==> src/rtl/wpaa_pkg.sv <==
// Package for the weighted polygon area accumulator.
// Holds widths, side codes, weight selection and term scaling; no dependencies.
package wpaa_pkg;

  localparam int unsigned COORD_W = 24;
  localparam int unsigned ACC_W   = 64;
  localparam int unsigned PROD_W  = 2 * COORD_W;
  localparam int unsigned TERM_W  = PROD_W + 3;

  localparam logic [1:0] SIDE_ON  = 2'b00;
  localparam logic [1:0] SIDE_IN  = 2'b01;
  localparam logic [1:0] SIDE_BAD = 2'b10;
  localparam logic [1:0] SIDE_OUT = 2'b11;

  typedef logic signed [2:0] weight_t;

  typedef struct packed {
    weight_t wq;
    weight_t wm;
    weight_t wj;
  } weights_t;

  typedef struct packed {
    logic en;
    logic clr;
  } acc_ctrl_t;

  // Doubled weights chosen by the side codes at the two ends of a segment.
  function automatic weights_t seg_weights(logic [1:0] prev, logic [1:0] cur);
    weights_t w;
    w = '0;
    if (prev != SIDE_BAD && cur != SIDE_BAD) begin
      case ({prev, cur}) inside
        {SIDE_IN, SIDE_IN}, {SIDE_IN, SIDE_ON}, {SIDE_ON, SIDE_IN}: begin
          w.wq = -3'sd2;
          w.wm = 3'sd2;
          w.wj = 3'sd0;
        end
        {SIDE_IN, SIDE_OUT}, {SIDE_ON, SIDE_ON}, {SIDE_OUT, SIDE_IN}: begin
          w.wq = 3'sd0;
          w.wm = 3'sd1;
          w.wj = 3'sd1;
        end
        default: begin
          w.wq = 3'sd2;
          w.wm = 3'sd0;
          w.wj = 3'sd2;
        end
      endcase
    end
    return w;
  endfunction

  function automatic logic signed [TERM_W-1:0] scale_term(weight_t w,
                                                         logic signed [TERM_W-1:0] t);
    logic signed [TERM_W-1:0] r;
    case (w)
      3'sd1:   r = t;
      3'sd2:   r = t <<< 1;
      -3'sd2:  r = -(t <<< 1);
      default: r = '0;
    endcase
    return r;
  endfunction

endpackage

==> src/rtl/wpaa_acc.sv <==
// One saturating 64-bit area accumulator with clear on the final segment.
// Depends on wpaa_pkg.
module wpaa_acc (
  input  logic                                  clk_i,
  input  logic                                  rst_ni,
  input  wpaa_pkg::acc_ctrl_t                   ctrl_i,
  input  logic signed [wpaa_pkg::TERM_W-1:0]    term_i,
  output logic signed [wpaa_pkg::ACC_W-1:0]     sum_o
);
  import wpaa_pkg::*;

  logic signed [ACC_W-1:0] sum_q, sum_d;
  logic signed [ACC_W:0]   wide;

  always_comb begin
    wide = $signed({sum_q[ACC_W-1], sum_q})
         + $signed({{(ACC_W + 1 - TERM_W){term_i[TERM_W-1]}}, term_i});
    if (wide[ACC_W] != wide[ACC_W-1]) begin
      sum_o = wide[ACC_W] ? {1'b1, {(ACC_W - 1){1'b0}}} : {1'b0, {(ACC_W - 1){1'b1}}};
    end else begin
      sum_o = wide[ACC_W-1:0];
    end
    sum_d = ctrl_i.clr ? '0 : sum_o;
  end

  always_ff @(posedge clk_i or negedge rst_ni) begin
    if (!rst_ni) begin
      sum_q <= '0;
    end else if (ctrl_i.en) begin
      sum_q <= sum_d;
    end
  end

endmodule

==> src/rtl/weighted_polygon_area_accumulator.sv <==
// Weighted polygon area accumulator: shoelace sums over a streamed polyline.
// Depends on wpaa_pkg and wpaa_acc.
// A final vertex passes stages s1 and s2 before its sums are captured in the output registers.
// Throughput: one vertex per cycle; a request waits only while a result is
// stalled at the output and another final vertex reaches the accumulators.
// Reset clears the previous vertex, the accumulator sums, the error flag and all valids.
module weighted_polygon_area_accumulator (
  input  logic                                  clk_i,
  input  logic                                  rst_ni,
  input  logic                                  in_valid_i,
  output logic                                  in_stall_o,
  input  logic signed [wpaa_pkg::COORD_W-1:0]   pos_x_i,
  input  logic signed [wpaa_pkg::COORD_W-1:0]   pos_y_i,
  input  logic signed [1:0]                     side_code_i,
  input  logic                                  final_vertex_i,
  output logic                                  out_valid_o,
  input  logic                                  out_stall_i,
  output logic signed [wpaa_pkg::ACC_W-1:0]     plain_sum_o,
  output logic signed [wpaa_pkg::ACC_W-1:0]     q_sum_o,
  output logic signed [wpaa_pkg::ACC_W-1:0]     meet_sum_o,
  output logic signed [wpaa_pkg::ACC_W-1:0]     join_sum_o,
  output logic                                  bad_code_o
);
  import wpaa_pkg::*;

  typedef struct packed {
    logic                     seg;
    logic                     last;
    logic                     bad;
    weights_t                 w;
    logic signed [PROD_W-1:0] pa;
    logic signed [PROD_W-1:0] pb;
  } s1_t;

  typedef struct packed {
    logic                     last;
    logic                     bad;
    logic signed [TERM_W-1:0] t_plain;
    logic signed [TERM_W-1:0] t_q;
    logic signed [TERM_W-1:0] t_m;
    logic signed [TERM_W-1:0] t_j;
  } s2_t;

  logic                      in_acc, hold;
  logic signed [COORD_W-1:0] prev_x_q, prev_y_q;
  logic [1:0]                prev_side_q;
  logic                      have_prev_q;
  logic                      s1_valid_q, s2_valid_q;
  s1_t                       s1_q, s1_d;
  s2_t                       s2_q, s2_d;
  logic signed [PROD_W:0]    diff;
  logic signed [TERM_W-1:0]  t_seg;
  acc_ctrl_t                 acc_ctrl;
  logic signed [ACC_W-1:0]   plain_nx, q_nx, meet_nx, join_nx;
  logic                      err_q, err_nx;
  logic                      out_valid_q;
  logic signed [ACC_W-1:0]   plain_q, q_q, meet_q, join_q;
  logic                      bad_q;

  assign hold       = s2_valid_q && s2_q.last && out_valid_q && out_stall_i;
  assign in_stall_o = hold;
  assign in_acc     = in_valid_i && !in_stall_o;

  always_comb begin
    s1_d.seg  = have_prev_q;
    s1_d.last = final_vertex_i;
    s1_d.bad  = (side_code_i == SIDE_BAD);
    s1_d.w    = seg_weights(prev_side_q, side_code_i);
    s1_d.pa   = pos_x_i * prev_y_q;
    s1_d.pb   = prev_x_q * pos_y_i;
  end

  always_ff @(posedge clk_i or negedge rst_ni) begin
    if (!rst_ni) begin
      prev_x_q    <= '0;
      prev_y_q    <= '0;
      prev_side_q <= SIDE_ON;
      have_prev_q <= 1'b0;
    end else if (in_acc) begin
      prev_x_q    <= pos_x_i;
      prev_y_q    <= pos_y_i;
      prev_side_q <= side_code_i;
      have_prev_q <= !final_vertex_i;
    end
  end

  always_ff @(posedge clk_i or negedge rst_ni) begin
    if (!rst_ni) begin
      s1_valid_q <= 1'b0;
      s2_valid_q <= 1'b0;
    end else if (!hold) begin
      s1_valid_q <= in_acc;
      s2_valid_q <= s1_valid_q;
    end
  end

  always_ff @(posedge clk_i) begin
    if (in_acc) begin
      s1_q <= s1_d;
    end
    if (!hold && s1_valid_q) begin
      s2_q <= s2_d;
    end
  end

  // T = (y0+y1)(x1-x0) - (x0+x1)(y1-y0) reduces to 2(x1*y0 - x0*y1).
  always_comb begin
    diff  = $signed({s1_q.pa[PROD_W-1], s1_q.pa}) - $signed({s1_q.pb[PROD_W-1], s1_q.pb});
    t_seg = s1_q.seg ? ($signed({{2{diff[PROD_W]}}, diff}) <<< 1) : '0;
    s2_d.last    = s1_q.last;
    s2_d.bad     = s1_q.bad;
    s2_d.t_plain = t_seg <<< 1;
    s2_d.t_q     = scale_term(s1_q.w.wq, t_seg);
    s2_d.t_m     = scale_term(s1_q.w.wm, t_seg);
    s2_d.t_j     = scale_term(s1_q.w.wj, t_seg);
  end

  assign acc_ctrl.en  = s2_valid_q && !hold;
  assign acc_ctrl.clr = s2_q.last;

  wpaa_acc u_acc_plain (
    .clk_i  (clk_i),
    .rst_ni (rst_ni),
    .ctrl_i (acc_ctrl),
    .term_i (s2_q.t_plain),
    .sum_o  (plain_nx)
  );

  wpaa_acc u_acc_q (
    .clk_i  (clk_i),
    .rst_ni (rst_ni),
    .ctrl_i (acc_ctrl),
    .term_i (s2_q.t_q),
    .sum_o  (q_nx)
  );

  wpaa_acc u_acc_meet (
    .clk_i  (clk_i),
    .rst_ni (rst_ni),
    .ctrl_i (acc_ctrl),
    .term_i (s2_q.t_m),
    .sum_o  (meet_nx)
  );

  wpaa_acc u_acc_join (
    .clk_i  (clk_i),
    .rst_ni (rst_ni),
    .ctrl_i (acc_ctrl),
    .term_i (s2_q.t_j),
    .sum_o  (join_nx)
  );

  assign err_nx = err_q || s2_q.bad;

  always_ff @(posedge clk_i or negedge rst_ni) begin
    if (!rst_ni) begin
      err_q <= 1'b0;
    end else if (acc_ctrl.en) begin
      err_q <= acc_ctrl.clr ? 1'b0 : err_nx;
    end
  end

  always_ff @(posedge clk_i or negedge rst_ni) begin
    if (!rst_ni) begin
      out_valid_q <= 1'b0;
    end else if (acc_ctrl.en && acc_ctrl.clr) begin
      out_valid_q <= 1'b1;
    end else if (!out_stall_i) begin
      out_valid_q <= 1'b0;
    end
  end

  always_ff @(posedge clk_i) begin
    if (acc_ctrl.en && acc_ctrl.clr) begin
      plain_q <= plain_nx;
      q_q     <= q_nx;
      meet_q  <= meet_nx;
      join_q  <= join_nx;
      bad_q   <= err_nx;
    end
  end

  assign out_valid_o = out_valid_q;
  assign plain_sum_o = plain_q;
  assign q_sum_o     = q_q;
  assign meet_sum_o  = meet_q;
  assign join_sum_o  = join_q;
  assign bad_code_o  = bad_q;

  a_last_gives_result: assert property (@(posedge clk_i) disable iff (!rst_ni)
    acc_ctrl.en && acc_ctrl.clr |=> out_valid_o)
    else $error("final segment did not produce a result");

  a_result_from_last: assert property (@(posedge clk_i) disable iff (!rst_ni)
    $rose(out_valid_o) |-> $past(s2_valid_q && s2_q.last))
    else $error("result appeared without a final vertex");

  a_final_clears_prev: assert property (@(posedge clk_i) disable iff (!rst_ni)
    in_acc && final_vertex_i |=> !have_prev_q)
    else $error("previous vertex kept across curves");

endmodule
==> config.mk <==
export PLATFORM = sky130hd
export DESIGN_NAME = weighted_polygon_area_accumulator
export DESIGN_NICKNAME = d
export VERILOG_FILES = /design/src/rtl/wpaa_pkg.sv /design/src/rtl/wpaa_acc.sv /design/src/rtl/weighted_polygon_area_accumulator.sv
export SDC_FILE = /design/constraint.sdc
export NUM_CORES = 2
export LEC_CHECK = 0
export ABC_CLOCK_PERIOD_IN_PS = 15510
export BUFFER_PORTS_ARGS = -buffer_cell sky130_fd_sc_hd__buf_2
export CAP_MARGIN = 20
export CORE_ASPECT_RATIO = 1.25
export CORE_UTILIZATION = 54
export CTS_CLUSTER_SIZE = 8
export DETAILED_ROUTE_END_ITERATION = 16
export PLACE_DENSITY = 0.67
export SYNTH_ARGS = -nofsm -noshare
export SYNTH_HDL_FRONTEND = slang
export SYNTH_SLANG_ARGS = --single-unit
==> constraint.sdc <==
create_clock -name clk_i -period 15.51 [get_ports clk_i]
set_clock_uncertainty 0.2 [all_clocks]
set_input_delay 3.102 -clock clk_i [delete_from_list [all_inputs] [get_ports clk_i]]
set_output_delay 3.102 -clock clk_i [all_outputs]
set_load 0.05 [all_outputs]
==> impl_results.md <==
- Clk slew on worst S/H paths: ~50 ps
- Initial DRC Count: between 5,000 and 6,000
- Vias in the first global route: between 70,000 and 80,000
- Detail Route Antenna Nets: 0
- Worst EP arrival: 10,670 ps
- Worst reg2reg path depth: 25
- I/O pins: 314
- Total Routing Usage GR: 32.4%
- CP Cell Sequence: buf_2 > clkinv_1 > nor2_1 > fa_1 > fa_1 > fa_1 > fa_1 > fa_1 > fa_1 > inv_1 > fa_1 > inv_1 > ha_1 > nand4_1 > nor2_1 > nand3_1 > a2bb2oi_1 > o211ai_1 > a41oi_1 > o21ai_0 > a31oi_1 > o41ai_1 > xor2_1
- Post-Synth Simple-Gate Area: roughly an eighth
- PostCTS Resize Cnt: 0
- Mean post-synth cell area: 9.72 sq um
- Adder-Cell Fraction of Synth Area: 34.1%
- Register area share after synthesis: 26.6%
- Fmax: a little under 100 MHz
- Synth unique cells: 108
- Die height: about 460 um
- Sink Count: roughly 870
- Crit. End Element: flop
- Crit path launch type: input pin
- DP Wirelength: ~210 mm
- Commonest cells in the netlist: 1,412 x inv_1, 1,219 x fa_1, 1,037 x nand2_1, 571 x ha_1, 569 x and2_1
- Max incr delay on CP: between 600 and 700 ps
- Ys flop type: edfxtp_1
- Max-Cap Viols: 0
- Clock Latency Late Sink: 780 ps
- Main combinational cell family by area after synthesis: adder cells
- Cell Area, Synth: 92,600 sq um
- Fill count: 14,800
- Worst-margin pin slew: 1150 ps
- Clock buffer depth: 3
- Main area contributors after synthesis: fa_1 26%, edfxtp_1 18%, dfrtp_1 8.4%
- Post-layout min period: 10,390 ps
- Post-CTS Hold Fix Bufs: 0
- First-pass GRT wire length: 429 mm
- Worst Hold Depth: 0
- Routed WL per cell: approximately 23 um
- Top-count cell post-synth: inv_1
- PortBufs: 313
- Worst path slowest cell: clkinv_1
- Pin count of the biggest net entering global routing: 178
- Die ar.: around 170,000 sq um
- WS Path Type: in2reg
- Area growth from synthesis to layout: 7.92%
- Rows: 169
- Setup TNS: 0 ps
- Mux cell area share after synthesis: 0.868%
- Max H-tree Level: 4
- Cells after Synth: 9,528
- Final Net Count: 11,400
- Root Buffer: clkbuf_16
- RePlAce Congestion: 0.956
- Vias/cell: 5.98
- Status: completed
- Synth Area in Compound Gates: 13.8%
- CP max FO: 19
- Initial Util: 54.5%
- Number of warning messages in the yosys log: 0
- Final setup viols: 0
- Synth Register Bits: slightly below 900
- Post-CTS Setup Inserts: 0
- Critical Path RT: 15,800 ps
- HP Class: reg2reg
- CTS tree: done
- Tcrit/Tclk final: 67.0%
- Max Slew Vio Count: 0
- Unrepaired setup endpoints after global routing: no
- Via Count: approximately 71,000
- Synth top area share: 26.4%
- Share of cells above drive strength 1: around 7.6%
- Initial antenna violation count: 14
- Placed cells: 11,700
- Total grt overflow: 0
- First drt pass iteration count: 8
- Die span in x: around 370 um
- DRC Markers: 0
- Non-Filler Instances: 11,900
- Post-synth EDFFs: 560
- Cell mode on critical path: fa_1
- Syn Nets: 11,400
- Top cell type by total area after synthesis: fa_1
- Async S/R FF share, synth: 35.7%
- Hold Vio Cnt, Final: 0
- Post-Synth XOR/XNOR Area: 3.78%
- Max_slew headroom: 23.6%
- TritonCTS buffer count: approximately 130
- Core area: 170,000 sq um
- Routed Wire Length: 278 mm
-- placed cells by master (no fill, tap or decap), types with 43 or more instances in the layout --
master,instances
o211ai_1,146
o21ai_0,542
nand2_1,1033
inv_1,1411
a21oi_1,476
buf_2,312
o21bai_1,76
a31oi_1,46
a21o_1,231
xor2_1,141
o22ai_1,102
clkbuf_16,132
clkbuf_1,85
nand2b_1,86
buf_4,92
o21a_1,43
a211o_1,60
nand4_1,101
xnor2_1,259
nor2b_1,54
edfxtp_1,560
nor3_1,95
ha_1,571
nor2_1,288
nand3_1,70
and2_1,569
dfrtp_1,310
mux2_2,61
fa_1,1219
-- final cells by class --
| class | instances | area [sq um] | area share, % |
|---|---|---|---|
| Clock inverter | 21 | 310 | 0.311 |
| Clock buffer | 220 | 3660 | 3.67 |
| Sequential cell | 871 | 24600 | 24.6 |
| Tap cell | 2223 | 2780 | 2.78 |
| Multi-Input combinational cell | 6735 | 60800 | 60.9 |
| Inverter | 1416 | 5320 | 5.32 |
| Timing Repair Buffer | 411 | 2390 | 2.40 |
| Antenna cell | 5 | 12.5 | 0.0125 |
-- final timing paths --
check,startpoint,to,slack (ps)
min in group asynchronous,rst_ni,u_acc_plain.sum_q[60],2150
worst min-delay path,s1_q[106],acc_ctrl[0],230
worst max register to register,prev_y_q[9],s1_q[92],7300
max in group asynchronous,rst_ni,prev_x_q[9],10690
worst max-delay path,pos_y_i[23],s1_q[42],5120
worst min register to register,s1_q[106],acc_ctrl[0],230
-- flip-flops by register name, summed over array words and instances, names as in the netlist --
| name | flops |
|---|---|
| s2_valid_q | 1 |
| u_acc_q.sum_q | 64 |
| err_q | 1 |
| s1_q | 103 |
| u_acc_join.sum_q | 64 |
| acc_ctrl | 1 |
| prev_y_q | 24 |
| s1_valid_q | 1 |
| prev_x_q | 24 |
| join_sum_o | 64 |
| have_prev_q | 1 |
| q_sum_o | 64 |
| u_acc_meet.sum_q | 64 |
| prev_side_q | 2 |
| out_valid_o | 1 |
| u_acc_plain.sum_q | 64 |
| bad_code_o | 1 |
| plain_sum_o | 64 |
| meet_sum_o | 64 |
| s2_q | 199 |
-- per-layer routing --
layer / vias up / wire, um / GRT usage [%]
li1: 31600 / - / -
met1: 36000 / 105000 / 39.3
met2: 2785 / 137000 / 55.5
met3: 788 / 17700 / 4.68
met4: 8 / 17500 / 17.6
met5: - / 47 / 0
-- critical path: cells and delay by family --
kind | cells | cell delay, ps
fa+ha+maj | 8 | 3710
compound gates | 6 | 1900
buf+inv | 4 | 1060
simple gates | 4 | 770
xor+xnor | 1 | 120
-- per-stage QoR --
| stage | hold WS (ps) | worst slack (ps) | util, % | instance area [sq um] |
|---|---|---|---|---|
| after global routing | 224 | 4800 | 58.8 | 99900 |
| after CTS | 227 | 5190 | 58.7 | 99800 |
| after detailed placement | 222 | 4390 | 56.4 | 95900 |
| after global placement | 202 | 4530 | 56.4 | 95900 |
| final | 226 | 5120 | 58.8 | 99900 |
| after floorplan | 200 | 2650 | - | 92600 |
-- kinds of logic after synthesis --
| kind of cell | count (synthesis) |
|---|---|
| flip-flops | 871 |
| AO/OA/AOI/OAI | 2009 |
| multiplexers | 69 |
| buffers and inverters | 1922 |
| AND/OR/NAND/NOR | 2467 |
| adder cells (fa/ha/maj) | 1790 |
| XOR/XNOR | 400 |
Power is not shown: default switching activity piles up to over one toggle a cycle in this logic, so the estimate is an artifact.
